==> src/rtl/bbmf_pkg.sv <==
// Shared constants and types of the binary block majority filter.
package bbmf_pkg;

    // Default sizes of the column store and of the largest tile
    localparam int DEF_MAX_WIDTH = 1024;
    localparam int DEF_MAX_TILE  = 16;

    // Fixed image and field sizes
    localparam int HEIGHT_LIMIT = 1024;
    localparam int ROW_W        = 10;
    localparam int TILE_IDX_W   = 10;
    localparam int PIXEL_W      = 8;
    localparam int FILL_W       = 8;

    // Configuration port
    localparam int CFG_IDX_W  = 2;
    localparam int CFG_DATA_W = 11;
    localparam int CFG_TILE_W = 5;
    localparam int CFG_DIM_W  = 11;

    // Register values after reset
    localparam int RST_TILE_SIZE    = 5;
    localparam int RST_IMAGE_WIDTH  = 640;
    localparam int RST_IMAGE_HEIGHT = 480;

    // Tile fill values
    localparam logic [FILL_W-1:0] FILL_WHITE = 8'd255;
    localparam logic [FILL_W-1:0] FILL_BLACK = 8'd0;

    // Result queue
    localparam int OUTQ_DEPTH = 3;
    localparam int OUTQ_PTR_W = $clog2(OUTQ_DEPTH);
    localparam int OUTQ_CNT_W = $clog2(OUTQ_DEPTH + 1);

    typedef enum logic [CFG_IDX_W-1:0] {
        REG_TILE_SIZE    = 2'd0,
        REG_IMAGE_WIDTH  = 2'd1,
        REG_IMAGE_HEIGHT = 2'd2
    } t_cfg_reg;

    // Per-pixel work handed from the position tracker to the accumulator
    typedef struct packed {
        logic                  count_en;
        logic                  first;
        logic                  white;
        logic                  emit;
        logic                  last;
        logic [ROW_W-1:0]      tile_row;
        logic [TILE_IDX_W-1:0] tile_col;
    } t_pix_op;

    // One decided tile
    typedef struct packed {
        logic [ROW_W-1:0]      tile_row;
        logic [TILE_IDX_W-1:0] tile_col;
        logic                  white_major;
        logic                  last;
    } t_result;

endpackage

==> src/rtl/bbmf_outq.sv <==
// Three-entry result queue between the accumulator and the output channel.
module bbmf_outq (
    input  logic                                i_clk,
    input  logic                                i_rst_n,
    input  logic                                i_push,
    input  bbmf_pkg::t_result                   i_data,
    input  logic                                i_pop,
    output logic                                o_valid,
    output bbmf_pkg::t_result                   o_head,
    output logic [bbmf_pkg::OUTQ_CNT_W-1:0]     o_count
);
    import bbmf_pkg::*;

    t_result               r_entry [OUTQ_DEPTH];
    logic [OUTQ_PTR_W-1:0] r_wr_ptr, r_rd_ptr;
    logic [OUTQ_CNT_W-1:0] r_count;

    // Store a pushed result
    always_ff @(posedge i_clk) begin
        if (i_push) begin
            r_entry[r_wr_ptr] <= i_data;
        end
    end

    // Advance pointers and fill level
    always_ff @(posedge i_clk) begin
        if (!i_rst_n) begin
            r_wr_ptr <= '0;
            r_rd_ptr <= '0;
            r_count  <= '0;
        end else begin
            if (i_push) begin
                r_wr_ptr <= (r_wr_ptr == OUTQ_PTR_W'(OUTQ_DEPTH - 1)) ? '0 : r_wr_ptr + 1'b1;
            end
            if (i_pop) begin
                r_rd_ptr <= (r_rd_ptr == OUTQ_PTR_W'(OUTQ_DEPTH - 1)) ? '0 : r_rd_ptr + 1'b1;
            end
            if (i_push && !i_pop) begin
                r_count <= r_count + 1'b1;
            end else if (!i_push && i_pop) begin
                r_count <= r_count - 1'b1;
            end
        end
    end

    assign o_valid = r_count != '0;
    assign o_head  = r_entry[r_rd_ptr];
    assign o_count = r_count;

endmodule

==> config.mk <==
export PLATFORM = sky130hd
export DESIGN_NAME = bbmf_outq
export DESIGN_NICKNAME = d
export VERILOG_FILES = /design/src/rtl/bbmf_pkg.sv /design/src/rtl/bbmf_outq.sv
export SDC_FILE = /design/constraint.sdc
export NUM_CORES = 1
export LEC_CHECK = 0
export BUFFER_PORTS_ARGS = -buffer_cell sky130_fd_sc_hd__buf_2
export CAP_MARGIN = 40
export CORE_UTILIZATION = 50
export CTS_BUF_LIST = sky130_fd_sc_hd__clkbuf_4 sky130_fd_sc_hd__clkbuf_8 sky130_fd_sc_hd__clkbuf_16
export CTS_CLUSTER_SIZE = 20
export DETAILED_ROUTE_END_ITERATION = 16
export PLACE_DENSITY = 0.73
export SYNTH_ARGS = -nofsm -noshare
export SYNTH_HDL_FRONTEND = slang
export SYNTH_SLANG_ARGS = --single-unit
==> constraint.sdc <==
create_clock -name i_clk -period 4.8 [get_ports i_clk]
set_input_delay 0.24 -clock i_clk [delete_from_list [all_inputs] [get_ports i_clk]]
set_output_delay 0.24 -clock i_clk [all_outputs]
set_load 0.02 [all_outputs]
* Word level (Yosys, flattened, before mapping) *
Memories as Yosys holds them, arrays and structs flattened. A register that Yosys moved wholly into a read port is not among the register bits.
Index checks and enable logic that the tools add are counted.

word-level totals
  flip-flop bits (word level) = 6
  latch bits = 0
  memory bits (writable) = 66
  ROM bits = 0
  input port bits = 26
  logic and storage cells = 24
  memories kept = 1

operators by class
  $add $sub $neg = 4
  $mul = 0
  divide/modulo/power cells = 0
  $lt $le $gt $ge = 0
  equal/unequal tests = 2
  shift operators = 0
  muxes and demuxes = 8
  bitwise operators = 0
  reductions and logical operators = 6

memories
  name     depth  bits a word  read ports  clocked after memory_dff  write ports  line             RTL
  r_entry  3      22           1           1                         1            bbmf_outq.sv:14  t_result r_entry [OUTQ_DEPTH];

operators by type and width
  cell                                                                 number
  2-bit 2-to-1 mux                                                     6
  2-bit by 1-bit adder with 2-bit output (second input constant)       3
  2-bit equality test (second input constant)                          2
  2-bit nonzero test                                                   2
  1-bit logical AND                                                    2
  1-bit logical NOT                                                    2
  1-bit 2-to-1 mux                                                     2
  2-bit by 1-bit subtractor with 2-bit output (second input constant)  1

* Depth between registers and ports, before layout *
  depth in word-level cells = 4
  mapped depth = 5

* Least setup slack after synthesis *
No wires, ideal clock.

  path kind = flip-flop to flip-flop
  start point = register r_wr_ptr[0]
  end point = memory r_entry[1][0] in the netlist's numbering, enable pin
  data arrival time = 1.391 ns
  required time = 4.398 ns
  path slack = 3.007 ns
  stages on the path, launching flop included = 3
  buffers on the path = 0
  clock period less this slack = 1.793 ns
  cells stage by stage = dfxtp_1 > nand2_1 > nor2_1

RTL lines
  what                    line             RTL
  start, declared         bbmf_outq.sv:15  logic [OUTQ_PTR_W-1:0] r_wr_ptr, r_rd_ptr;
  start signal, assigned  bbmf_outq.sv:33  r_wr_ptr <= (r_wr_ptr == OUTQ_PTR_W'(OUTQ_DEPTH - 1)) ? '0 : r_wr_ptr + 1'b1;
  end, declared           bbmf_outq.sv:14

Straight into the memory's write port.

==> run summary <==
SYNTH
------------------------------------------------------------------------------------
Leading register cell type out of synthesis ...........................     edfxtp_1
Synth Register Bits ...................................................           74
Top post-synthesis cells by area ...................................... edfxtp_1, mux2i_1, dfxtp_1
Area share of the largest cell type after synthesis ...................        0.717
Most used standard cell by instance count after synthesis .............     edfxtp_1
Warnings from Yosys ...................................................            0
Synth Area per Inst ...................................................     16.1 um2
Unique cell type count in the Yosys netlist ...........................           23
Leading area contributor after synthesis ..............................     edfxtp_1
Syn Nets ..............................................................          199
Synthesized netlist cell count ........................................          172
Mapped Area ...........................................................     2760 um2
Leading cell types by count after synthesis ........................... edfxtp_1, nand2_1, mux2i_1, o21ai_1, dfxtp_1
Number of synthesized flops with an enable pin ........................           66
Portion of the post-synthesis area used by sequential elements ........        0.775
Share of flip-flops with an asynchronous set or reset after synthesis .            0

WORST HOLD PATH
------------------------------------------------------------------------------------
Worst min-delay path endpoint ......................................... r_entry[2][1]
Number of cells traversed by the worst hold path ......................            1
Start point of the worst hold path ....................................    i_data[1]
Hold/Removal Path Class ............................................... primary input to register

PWR
------------------------------------------------------------------------------------
Worst ir drop on vdd ..................................................   0.000258 V
Leakage ...............................................................      1.19 nW
Power per cell area ...................................................   405 nW/um2

TIMING
------------------------------------------------------------------------------------
Setup repair after global routing missed its margin ...................           no
Slew headroom .........................................................        0.586
Transition time at the pin with the least slew margin .................     0.621 ns
Final-report setup violation count ....................................            0
Slew Limit Fails ......................................................            0
Top achievable clock speed ............................................    0.481 GHz
Setup TNS after final layout ..........................................         0 ns
Largest clock skew in the final design ................................   0.00798 ns
Crit share post-route .................................................        0.433
Hold violation total from the final report ............................            0
Min cycle time layout .................................................      2.08 ns

FLOORPLANNING
------------------------------------------------------------------------------------
Die W .................................................................      76.3 um
Core region area ......................................................     5200 um2
Standard-cell row count ...............................................           26
Io pins ...............................................................           51
Total Die Area ........................................................     5830 um2
Starting density of the core ..........................................        0.531
Overall die height ....................................................      76.3 um

SETUP PATH
------------------------------------------------------------------------------------
Worst setup path category ............................................. register to primary output
Depth of the worst register-to-register path ..........................            3
Max Fanout on Critical Path ...........................................           15
Critical Path Start Type ..............................................     register
Data arrival at the endpoint of the critical path .....................      1.84 ns
Origin of the critical flop-to-flop path ..............................  r_wr_ptr[0]
Data required time of the critical path ...............................      4.56 ns
Setup slack of the most critical reg-to-reg path ......................      3.16 ns
Reg-to-reg endpoint ................................................... r_entry[1][21]
Endpoint type of the worst setup path ................................. primary output

DRT
------------------------------------------------------------------------------------
Number of optimization iterations in the first detailed-route pass ....            4
Wire length reported by the detailed router ...........................      4.40 mm
Average wire per cell in the routed design ............................      14.4 um
DRC Markers ...........................................................            0
ANT nets after route ..................................................            0
Number of vias after detailed routing .................................         1496
Via density ...........................................................         4.90
Violation count after the first detailed-routing iteration ............           76

CLOCK NETWORK
------------------------------------------------------------------------------------
Number of post-CTS setup repair buffers ...............................            0
Hold-fix buffers, CTS .................................................            0
CTS Root Buffer Type ..................................................     clkbuf_8
Number of clock sinks .................................................           74
Number of buffers created by CTS ......................................            9
Number of levels the H-tree was split into ............................            3
Number of buffers on the longest clock path ...........................            2
Clock tree from TritonCTS .............................................         done
Clock latency of the later-clocked register in the worst-skew pair ....      0.33 ns
CTS resizes ...........................................................            0
CTS clk-pin slew, worst paths .........................................      0.08 ns

GLOBAL ROUTING
------------------------------------------------------------------------------------
Overall global routing resource usage .................................        0.169
Number of global-route vias before repair .............................         1478
Initial antenna violation count .......................................            0
Maximum number of pins on one net before global-route repair ..........           31
Global-route congestion overflow total ................................            0
Wire length of the first global-routing pass ..........................      7.28 mm

PLACED DESIGN
------------------------------------------------------------------------------------
HPWL after DPL ........................................................      2.93 mm
Last weighted congestion value of the routability-driven placer .......        0.700
Port-buffer cells .....................................................           50

CELLS AND AREA
------------------------------------------------------------------------------------
Filler instances ......................................................          413
Layout cell share with drive strength beyond 1 ........................        0.315
Area growth from synthesis to final layout ............................        19.3%
Utilization of the core after routing .................................        0.633
Antenna cells .........................................................            0
# nets final ..........................................................          257

STATUS
------------------------------------------------------------------------------------
Status ................................................................    completed

RUN
------------------------------------------------------------------------------------
Number of maximum-capacitance violations ..............................            0

worst max path at each step:
| stage | end |
|---|---|
| after detailed placement | o_head[16] |
| after floorplan | r_entry[1][0] |
| after global routing | o_head[9] |
| final | o_head[7] |
| after CTS | o_head[9] |
| after global placement | r_entry[0][3] |
critical path, cell delays in order (launching register included):
cell and delay, ns:
dfxtp_1 0.62, buf_4 0.37, mux2i_1 0.25, o21ai_1 0.09, buf_2 0.18
sequential cells by signal (all words and copies together) (netlist names), named ones only:
name / flops
r_wr_ptr: 2
o_count: 2
r_rd_ptr: 2
r_entry: 66
metrics by stage:
stage / setup slack, ns / power (mW) / hold WS [ns] / area, um2 / instances
floorplan: 3.01 / 0.852 / 0.339 / 2760 / 172
global placement: 3.05 / 0.904 / 0.441 / 3090 / 288
detailed placement: 3.05 / 0.910 / 0.446 / 3110 / 289
CTS: 2.67 / 1.35 / 0.0876 / 3300 / 305
global route: 2.59 / 1.39 / 0.0850 / 3300 / 305
finish: 2.72 / 1.34 / 0.106 / 3300 / 305
layout make-up:
class | instances | area (um2) | area share
flip-flops and latches | 74 | 2140 | 0.650
clock buffers | 12 | 165 | 0.0501
clock inverters | 4 | 25.0 | 0.00759
inverters | 1 | 3.75 | 0.00114
multi-input cells | 89 | 578 | 0.175
well taps | 70 | 87.6 | 0.0266
repair buffers | 55 | 295 | 0.0896
layer usage:
metal | global-route usage | vias up | part of all wire
met5 | 0 | - | 0
met1 | 0.221 | 701 | 0.47
li1 | - | 749 | -
met4 | 0.0865 | 0 | 0.013
met2 | 0.254 | 40 | 0.47
met3 | 0.0515 | 6 | 0.044
cells in the final DEF, fill, tap and decap left out, types with 2 or more instances in the layout:
cell / netlist / layout
clkinv_2: 0 / 2
buf_2: 4 / 50
buf_4: 0 / 4
edfxtp_1: 66 / 66
o21a_1: 3 / 3
o21ai_1: 22 / 22
nor2_2: 0 / 2
mux2i_1: 22 / 22
clkinvlp_4: 0 / 2
dfxtp_1: 8 / 8
a21boi_1: 2 / 2
clkbuf_8: 0 / 12
nor2b_1: 3 / 3
nand2_1: 25 / 25
logic make-up (layout without fill, tap and decap cells):
kind of cell,after synthesis,count (layout),synth area share
flops,74,74,0.775
simple gates,36,36,0.0593
compound gates,28,28,0.0553
mux,22,22,0.0797
buf+inv,9,72,0.0195
xor+xnor,2,2,0.00634
fa+ha+maj,1,1,0.00453
where the power goes:
part	leakage [nW]	internal [mW]	switching, mW
Sequential	0.676	0.733	0.0139
Combinational	0.417	0.0561	0.0903
Clock	0.0944	0.228	0.214
Total	1.19	1.02	0.318
(Power assumes the default switching activity.)
