`src/rtl/bbmf_pkg.sv`:
```
// Shared constants and types of the binary block majority filter.
package bbmf_pkg;

    // Default sizes of the column store and of the largest tile
    localparam int DEF_MAX_WIDTH = 1024;
    localparam int DEF_MAX_TILE  = 16;

    // Fixed image and field sizes
    localparam int HEIGHT_LIMIT = 1024;
    localparam int ROW_W        = 10;
    localparam int TILE_IDX_W   = 10;
    localparam int PIXEL_W      = 8;
    localparam int FILL_W       = 8;

    // Configuration port
    localparam int CFG_IDX_W  = 2;
    localparam int CFG_DATA_W = 11;
    localparam int CFG_TILE_W = 5;
    localparam int CFG_DIM_W  = 11;

    // Register values after reset
    localparam int RST_TILE_SIZE    = 5;
    localparam int RST_IMAGE_WIDTH  = 640;
    localparam int RST_IMAGE_HEIGHT = 480;

    // Tile fill values
    localparam logic [FILL_W-1:0] FILL_WHITE = 8'd255;
    localparam logic [FILL_W-1:0] FILL_BLACK = 8'd0;

    // Result queue
    localparam int OUTQ_DEPTH = 3;
    localparam int OUTQ_PTR_W = $clog2(OUTQ_DEPTH);
    localparam int OUTQ_CNT_W = $clog2(OUTQ_DEPTH + 1);

    typedef enum logic [CFG_IDX_W-1:0] {
        REG_TILE_SIZE    = 2'd0,
        REG_IMAGE_WIDTH  = 2'd1,
        REG_IMAGE_HEIGHT = 2'd2
    } t_cfg_reg;

    // Per-pixel work handed from the position tracker to the accumulator
    typedef struct packed {
        logic                  count_en;
        logic                  first;
        logic                  white;
        logic                  emit;
        logic                  last;
        logic [ROW_W-1:0]      tile_row;
        logic [TILE_IDX_W-1:0] tile_col;
    } t_pix_op;

    // One decided tile
    typedef struct packed {
        logic [ROW_W-1:0]      tile_row;
        logic [TILE_IDX_W-1:0] tile_col;
        logic                  white_major;
        logic                  last;
    } t_result;

endpackage

```
`src/rtl/bbmf_pos.sv`:
```
// Raster position tracker: tile indices, tile membership and decision points.
module bbmf_pos #(
    parameter int MAX_WIDTH = bbmf_pkg::DEF_MAX_WIDTH,
    parameter int MAX_TILE  = bbmf_pkg::DEF_MAX_TILE
) (
    input  logic                                   i_clk,
    input  logic                                   i_rst_n,
    input  logic                                   i_accept,
    input  logic [bbmf_pkg::PIXEL_W-1:0]           i_pixel,
    input  logic                                   i_frame_start,
    input  logic [$clog2(MAX_TILE+1)-1:0]          i_tile,
    input  logic [$clog2(MAX_WIDTH+1)-1:0]         i_width,
    input  logic [bbmf_pkg::ROW_W:0]               i_height,
    output bbmf_pkg::t_pix_op                      o_op,
    output logic [$clog2(MAX_WIDTH)-1:0]           o_addr
);
    import bbmf_pkg::*;

    localparam int CW  = $clog2(MAX_WIDTH);
    localparam int TW  = $clog2(MAX_TILE + 1);
    localparam int TOW = $clog2(MAX_TILE);
    localparam int HW  = ROW_W + 1;
    localparam int PCW = CW + 1 + TW;
    localparam int PRW = HW + TW;

    logic [CW-1:0]    r_pcol, n_pcol, e_pcol;
    logic [CW-1:0]    r_ctc,  n_ctc,  e_ctc;
    logic [TOW-1:0]   r_ocol, n_ocol, e_ocol;
    logic [ROW_W-1:0] r_prow, n_prow, e_prow;
    logic [ROW_W-1:0] r_ctr,  n_ctr,  e_ctr;
    logic [TOW-1:0]   r_orow, n_orow, e_orow;

    logic [PCW-1:0] col_prod;
    logic [PRW-1:0] row_prod;
    logic           col_fits, row_fits, col_last, row_last;
    logic           ocol_end, orow_end, pcol_end, prow_end;

    // Positions as seen by this pixel: a frame start clears them first
    always_comb begin
        e_pcol = i_frame_start ? '0 : r_pcol;
        e_ctc  = i_frame_start ? '0 : r_ctc;
        e_ocol = i_frame_start ? '0 : r_ocol;
        e_prow = i_frame_start ? '0 : r_prow;
        e_ctr  = i_frame_start ? '0 : r_ctr;
        e_orow = i_frame_start ? '0 : r_orow;
    end

    // Full-tile test: (index + 1) * tile must not pass the image edge
    always_comb begin
        col_prod = PCW'({1'b0, e_ctc} + 1'b1) * PCW'(i_tile);
        row_prod = PRW'({1'b0, e_ctr} + 1'b1) * PRW'(i_tile);
        col_fits = col_prod <= PCW'(i_width);
        row_fits = row_prod <= PRW'(i_height);
        col_last = col_fits && ((col_prod + PCW'(i_tile)) > PCW'(i_width));
        row_last = row_fits && ((row_prod + PRW'(i_tile)) > PRW'(i_height));
    end

    // Wrap points
    always_comb begin
        ocol_end = (TW'(e_ocol) + TW'(1)) >= i_tile;
        orow_end = (TW'(e_orow) + TW'(1)) >= i_tile;
        pcol_end = ({1'b0, e_pcol} + 1'b1) >= (CW+1)'(i_width);
        prow_end = ({1'b0, e_prow} + 1'b1) >= i_height;
    end

    // Work for this pixel
    always_comb begin
        o_op.count_en = col_fits && row_fits;
        o_op.first    = (e_orow == '0) && (e_ocol == '0);
        o_op.white    = |i_pixel;
        o_op.emit     = col_fits && row_fits && ocol_end && orow_end;
        o_op.last     = col_last && row_last;
        o_op.tile_row = e_ctr;
        o_op.tile_col = TILE_IDX_W'(e_ctc);
        o_addr        = e_ctc;
    end

    // Advance position
    always_comb begin
        n_pcol = e_pcol + 1'b1;
        n_ctc  = ocol_end ? e_ctc + 1'b1 : e_ctc;
        n_ocol = ocol_end ? '0 : e_ocol + 1'b1;
        n_prow = e_prow;
        n_ctr  = e_ctr;
        n_orow = e_orow;
        if (pcol_end) begin
            n_pcol = '0;
            n_ctc  = '0;
            n_ocol = '0;
            if (orow_end) begin
                n_orow = '0;
                n_ctr  = e_ctr + 1'b1;
            end else begin
                n_orow = e_orow + 1'b1;
            end
            if (prow_end) begin
                n_prow = '0;
                n_ctr  = '0;
                n_orow = '0;
            end else begin
                n_prow = e_prow + 1'b1;
            end
        end
    end

    always_ff @(posedge i_clk) begin
        if (!i_rst_n) begin
            r_pcol <= '0;
            r_ctc  <= '0;
            r_ocol <= '0;
            r_prow <= '0;
            r_ctr  <= '0;
            r_orow <= '0;
        end else if (i_accept) begin
            r_pcol <= n_pcol;
            r_ctc  <= n_ctc;
            r_ocol <= n_ocol;
            r_prow <= n_prow;
            r_ctr  <= n_ctr;
            r_orow <= n_orow;
        end
    end

endmodule

```
`config.mk`:
```
export PLATFORM = sky130hd
export DESIGN_NAME = bbmf_pos
export DESIGN_NICKNAME = d
export VERILOG_FILES = /design/src/rtl/bbmf_pkg.sv /design/src/rtl/bbmf_pos.sv
export SDC_FILE = /design/constraint.sdc
export NUM_CORES = 1
export LEC_CHECK = 0
export ABC_AREA = 1
export BUFFER_PORTS_ARGS = -buffer_cell sky130_fd_sc_hd__buf_2
export CORE_UTILIZATION = 60
export CTS_BUF_LIST = sky130_fd_sc_hd__clkbuf_8
export CTS_CLUSTER_SIZE = 10
export DETAILED_ROUTE_END_ITERATION = 12
export PLACE_DENSITY = 0.89
export SKIP_CTS_REPAIR_TIMING = 1
export SLEW_MARGIN = 15
export SYNTH_ARGS = -nofsm -noshare
export SYNTH_HDL_FRONTEND = slang
export SYNTH_SLANG_ARGS = --single-unit
```
`constraint.sdc`:
```
create_clock -name i_clk -period 12.4 [get_ports i_clk]
set_input_delay 2.48 -clock i_clk [delete_from_list [all_inputs] [get_ports i_clk]]
set_output_delay 2.48 -clock i_clk [all_outputs]
set_load 0.005 [all_outputs]
```
Word-level counts from Yosys, hierarchy flattened. Cells that the tools add are included.

Output and inout port bits: 35. Register bits: 48. Word-level logic and storage cells: 59. Input port bits: 39.

$add $sub $neg: 14. Multiply operators: 2. Muxes and demuxes: 19. Reductions and logical operators: 10. Magnitude comparators: 8.

Operators by type and width (count): $mux 10 (12); $add 10x1->11 const B (4); $add 10x1->10 const B (4); $add 16x5->16 (2); $gt 16x11->1 (2); $le 16x11->1 (2); $mul 11x5->16 (2); $mux 4 (7); $ge 11x11->1 (2); $add 4x1->5 const B (2); $ge 5x5->1 (2); $add 4x1->4 const B (2); $logic_not 4->1 (2); $reduce_or 8->1 (1); $logic_and 1x1->1 (7).

Longest topological paths before layout.
Word-level depth: 7. Gate-level depth with buffers: 40. Gate-level depth less buffers: 39.

Worst setup path after synthesis. OpenSTA, ideal clock, no wires.

Kind: input to output. From: in i_frame_start. To: out o_op[20] in the netlist's numbering. Path buffers: 4. Setup slack: 1.930 ns. Stages on the path: 36. Arrival time: 7.990 ns. Data required time: 9.920 ns. Cell sequence: buf_2 > buf_2 > buf_2 > nor2_1 > ha_1 > or2_2 > nand2_1 > inv_1 > nand2_1 > fa_1 > fa_1 > fa_1 > inv_1 > ha_1 > buf_4 > xnor2_1 > ha_1 > a21oi_1 > nand2_1 > a21oi_1 > nor2_2 > xor2_1 > ha_1 > a21o_1 > nor2_1 > nand2_1 > nand2_1 > nand2_1 > a21oi_1 > nor2_1 > nor2_1 > nand2_1 > nor2_1 > nand2_1 > nand2_1 > nor2_1.

RTL lines: from (decl) (line bbmf_pos.sv:10) `input logic i_frame_start,`; to (decl) (line bbmf_pos.sv:14) `output bbmf_pkg::t_pix_op o_op,`.

==> impl_metrics.tcl <==
set metrics [dict create \
    run_status "finished, final reports clean" \
    drt-initial-drc-count 861 \
    root_buffer "clkbuf_8" \
    fmax_mhz 88.47 \
    antenna_found_initial 0 \
    grt_pass1_vias 9430 \
    r2r_start "r_pcol[0]" \
    end_kind "output port" \
    drtPass1Iterations 7 \
    synth.avg_cell_area_um2 6.291 \
    synth_edf_count 0 \
    crit_required_ps 9920 \
    hp-class "flip-flop to flip-flop" \
    nets 1834 \
    cts_tree "built" \
    worst_hold_slack_ps 468.6 \
    wl_per_cell_um 14.08 \
    ys_ff_latch 48 \
    dp_hpwl_um 20910 \
    yosysWarningCount 0 \
    fp.dieH_um 130.0 \
    ys_types 49 \
    critPathKind "input pin to output port" \
    path_max_fanout 33 \
    final_common_cell "nand2_1" \
    drv_slew 0 \
    tightest_slew_ps 1104 \
    vias_per_cell 5.587 \
    leakage_nw 5.845 \
    max_slew_margin 0.2595 \
    n_antenna_cell 0 \
    areaGrowthSynthToFinish_pct 5.510 \
    p_per_area_nw_per_um2 50.66 \
    drt-total-wl_um 25560 \
    critPathMaxStageDelay_ps 550 \
    finalHoldViolCount 0 \
    io_pins 74 \
    final.setup.tns_ps 0 \
    synthArstFlopShare 0 \
    fin_crit_sh 0.9115 \
    placementRows 46 \
    ys_seq_area_frac 0.09772 \
    cap_violations 0 \
    start_util 0.6168 \
    insertion_delay_ps 330 \
    worstSetupStartpointType "input pin" \
    io_buffers 73 \
    drive_gt1_frac 0.08938 \
    grt_pass1_wl_um 42080 \
    cp.arrival_ps 8820 \
    synth_ff_type "dfxtp_1" \
    vias 10150 \
    syn_area_um2 9833 \
    rsz0062_at_grt "false" \
    drc 0 \
    die_w_um 130.0 \
    post-route-min-period_ps 11300 \
    final_cell_mix "nand2_1 (421), inv_1 (287), nor2_1 (153)" \
    grt_max_degree 35 \
    routabilityCongestion 0.9411 \
    core_area_um2 15940 \
    htreeDepth 2 \
    overflow 0 \
    grt_use_total 0.3094 \
    cts_sinks 48 \
    skew_ps 9.698 \
    timing.critical_path.mode_cell "nand2_1" \
    fill_cells 1440 \
    ant_nets 0 \
    fp.dieArea_um2 16910 \
    min_from "r_ctr[1]" \
    syn_inst 1563 \
    syn_nets 1798 \
    path_clk_slew_ps 90 \
    setup_violations 0 \
    critPathLaunch "i_frame_start" \
    max-clock-path-buffers 2 \
    cp_slowest_cell "fa_1" \
    vdd_drop_max_mv 0.05307 \
    numCtsBuffers 5 \
]
-- metal layers --
metal	share of wire	track usage	up-vias
met3	0.079	0.05084	90
met1	0.40	0.3761	4624
met2	0.48	0.5432	432
met4	0.041	0.1238	0
met5	0	0	-
li1	-	-	5000
-- flip-flops by register name, indices dropped and copies added, names as in the netlist --
name,flops
r_ctc,10
r_ctr,10
r_pcol,10
r_prow,10
r_ocol,4
r_orow,4
-- synth_stat cells (2+ instances only) --
| cell | count | area share |
|---|---|---|
| nand2_2 | 12 | 0.0076 |
| nor3_1 | 7 | 0.0036 |
| a21boi_0 | 2 | 0.0015 |
| buf_4 | 12 | 0.0092 |
| nor4b_1 | 2 | 0.0018 |
| o21ai_1 | 5 | 0.0025 |
| a21o_1 | 3 | 0.0023 |
| nor2_4 | 4 | 0.0046 |
| o21ai_0 | 36 | 0.018 |
| nor4_1 | 8 | 0.0051 |
| xor2_1 | 24 | 0.021 |
| a21oi_2 | 3 | 0.0027 |
| nor3_2 | 4 | 0.0041 |
| nand2_1 | 421 | 0.16 |
| o22ai_1 | 4 | 0.0025 |
| a21oi_1 | 105 | 0.053 |
| buf_2 | 8 | 0.0041 |
| inv_2 | 13 | 0.0050 |
| xnor2_1 | 12 | 0.011 |
| clkbuf_1 | 24 | 0.0092 |
| or2_2 | 6 | 0.0038 |
| nand3_1 | 72 | 0.037 |
| nand4_1 | 28 | 0.018 |
| nand3_2 | 2 | 0.0020 |
| xor2_2 | 2 | 0.0033 |
| a211oi_1 | 2 | 0.0015 |
| nand3b_1 | 3 | 0.0023 |
| nor2_2 | 7 | 0.0045 |
| o21bai_1 | 5 | 0.0038 |
| o21a_1 | 5 | 0.0038 |
| o211ai_1 | 25 | 0.019 |
| ha_1 | 140 | 0.18 |
| nor2_1 | 153 | 0.058 |
| fa_1 | 56 | 0.11 |
| inv_1 | 287 | 0.11 |
| dfxtp_1 | 48 | 0.098 |
-- worst max-delay path, delay by kind of cell --
family                     cells  cell delay [ps]
and+or+nand+nor               21             2170
AOI/OAI and AO/OA              1              140
xor gates and xnor gates       1              240
buffers and inverters          8             1110
adders and majority gates      7             2680
-- power by group --
| group | internal (mW) | switching, mW | leakage [nW] |
|---|---|---|---|
| registers | 0.158 | 0.00284 | 0.390 |
| logic | 0.0852 | 0.151 | 5.39 |
| clock network | 0.0712 | 0.0576 | 0.0645 |
-- cells by family after synthesis --
group	synth area share
XOR/XNOR	0.03537
AO/OA/AOI/OAI	0.1163
buffers and inverters	0.1388
adder cells (fa/ha/maj)	0.2921
flip-flops	0.09772
AND/OR/NAND/NOR	0.3196
-- cell type report --
type,count,area (um^2),area share
multi-input combinational,1168,7507,0.7236
inverter,301,1130,0.1089
sequential,48,960.9,0.09262
timing repair buffer,75,380.4,0.03666
tap,216,270.3,0.02605
clock buffer,7,96.34,0.009286
clock inverter,1,30.03,0.002894
-- worst paths after layout --
check | end | slack, ps | cells past startpoint
worst min register to register | r_ctr[1] | 470 | 2
worst max-delay path | o_op[20] | 1100 | 38
worst max register to register | r_pcol[0] | 7820 | 16
worst min-delay path | r_ctr[1] | 470 | 2
-- stage by stage --
| stage | cell area [um^2] | worst slack, ps | power [mW] | util | std cells |
|---|---|---|---|---|---|
| 6_report | 10380 | 1097 | 0.5256 | 0.6508 | 1816 |
| 5_1_grt | 10380 | 578.4 | 0.5636 | 0.6508 | 1816 |
| 4_1_cts | 10380 | 1150 | 0.5234 | 0.6508 | 1816 |
| 3_5_place_dp | 10250 | 1142 | 0.3961 | 0.6428 | 1808 |
| 3_3_place_gp | 10250 | 1264 | 0.3867 | 0.6428 | 1808 |
| 2_1_floorplan | 9833 | 1930 | 0.3370 | - | 1563 |
No activity file was read; power rests on OpenSTA's default activity.
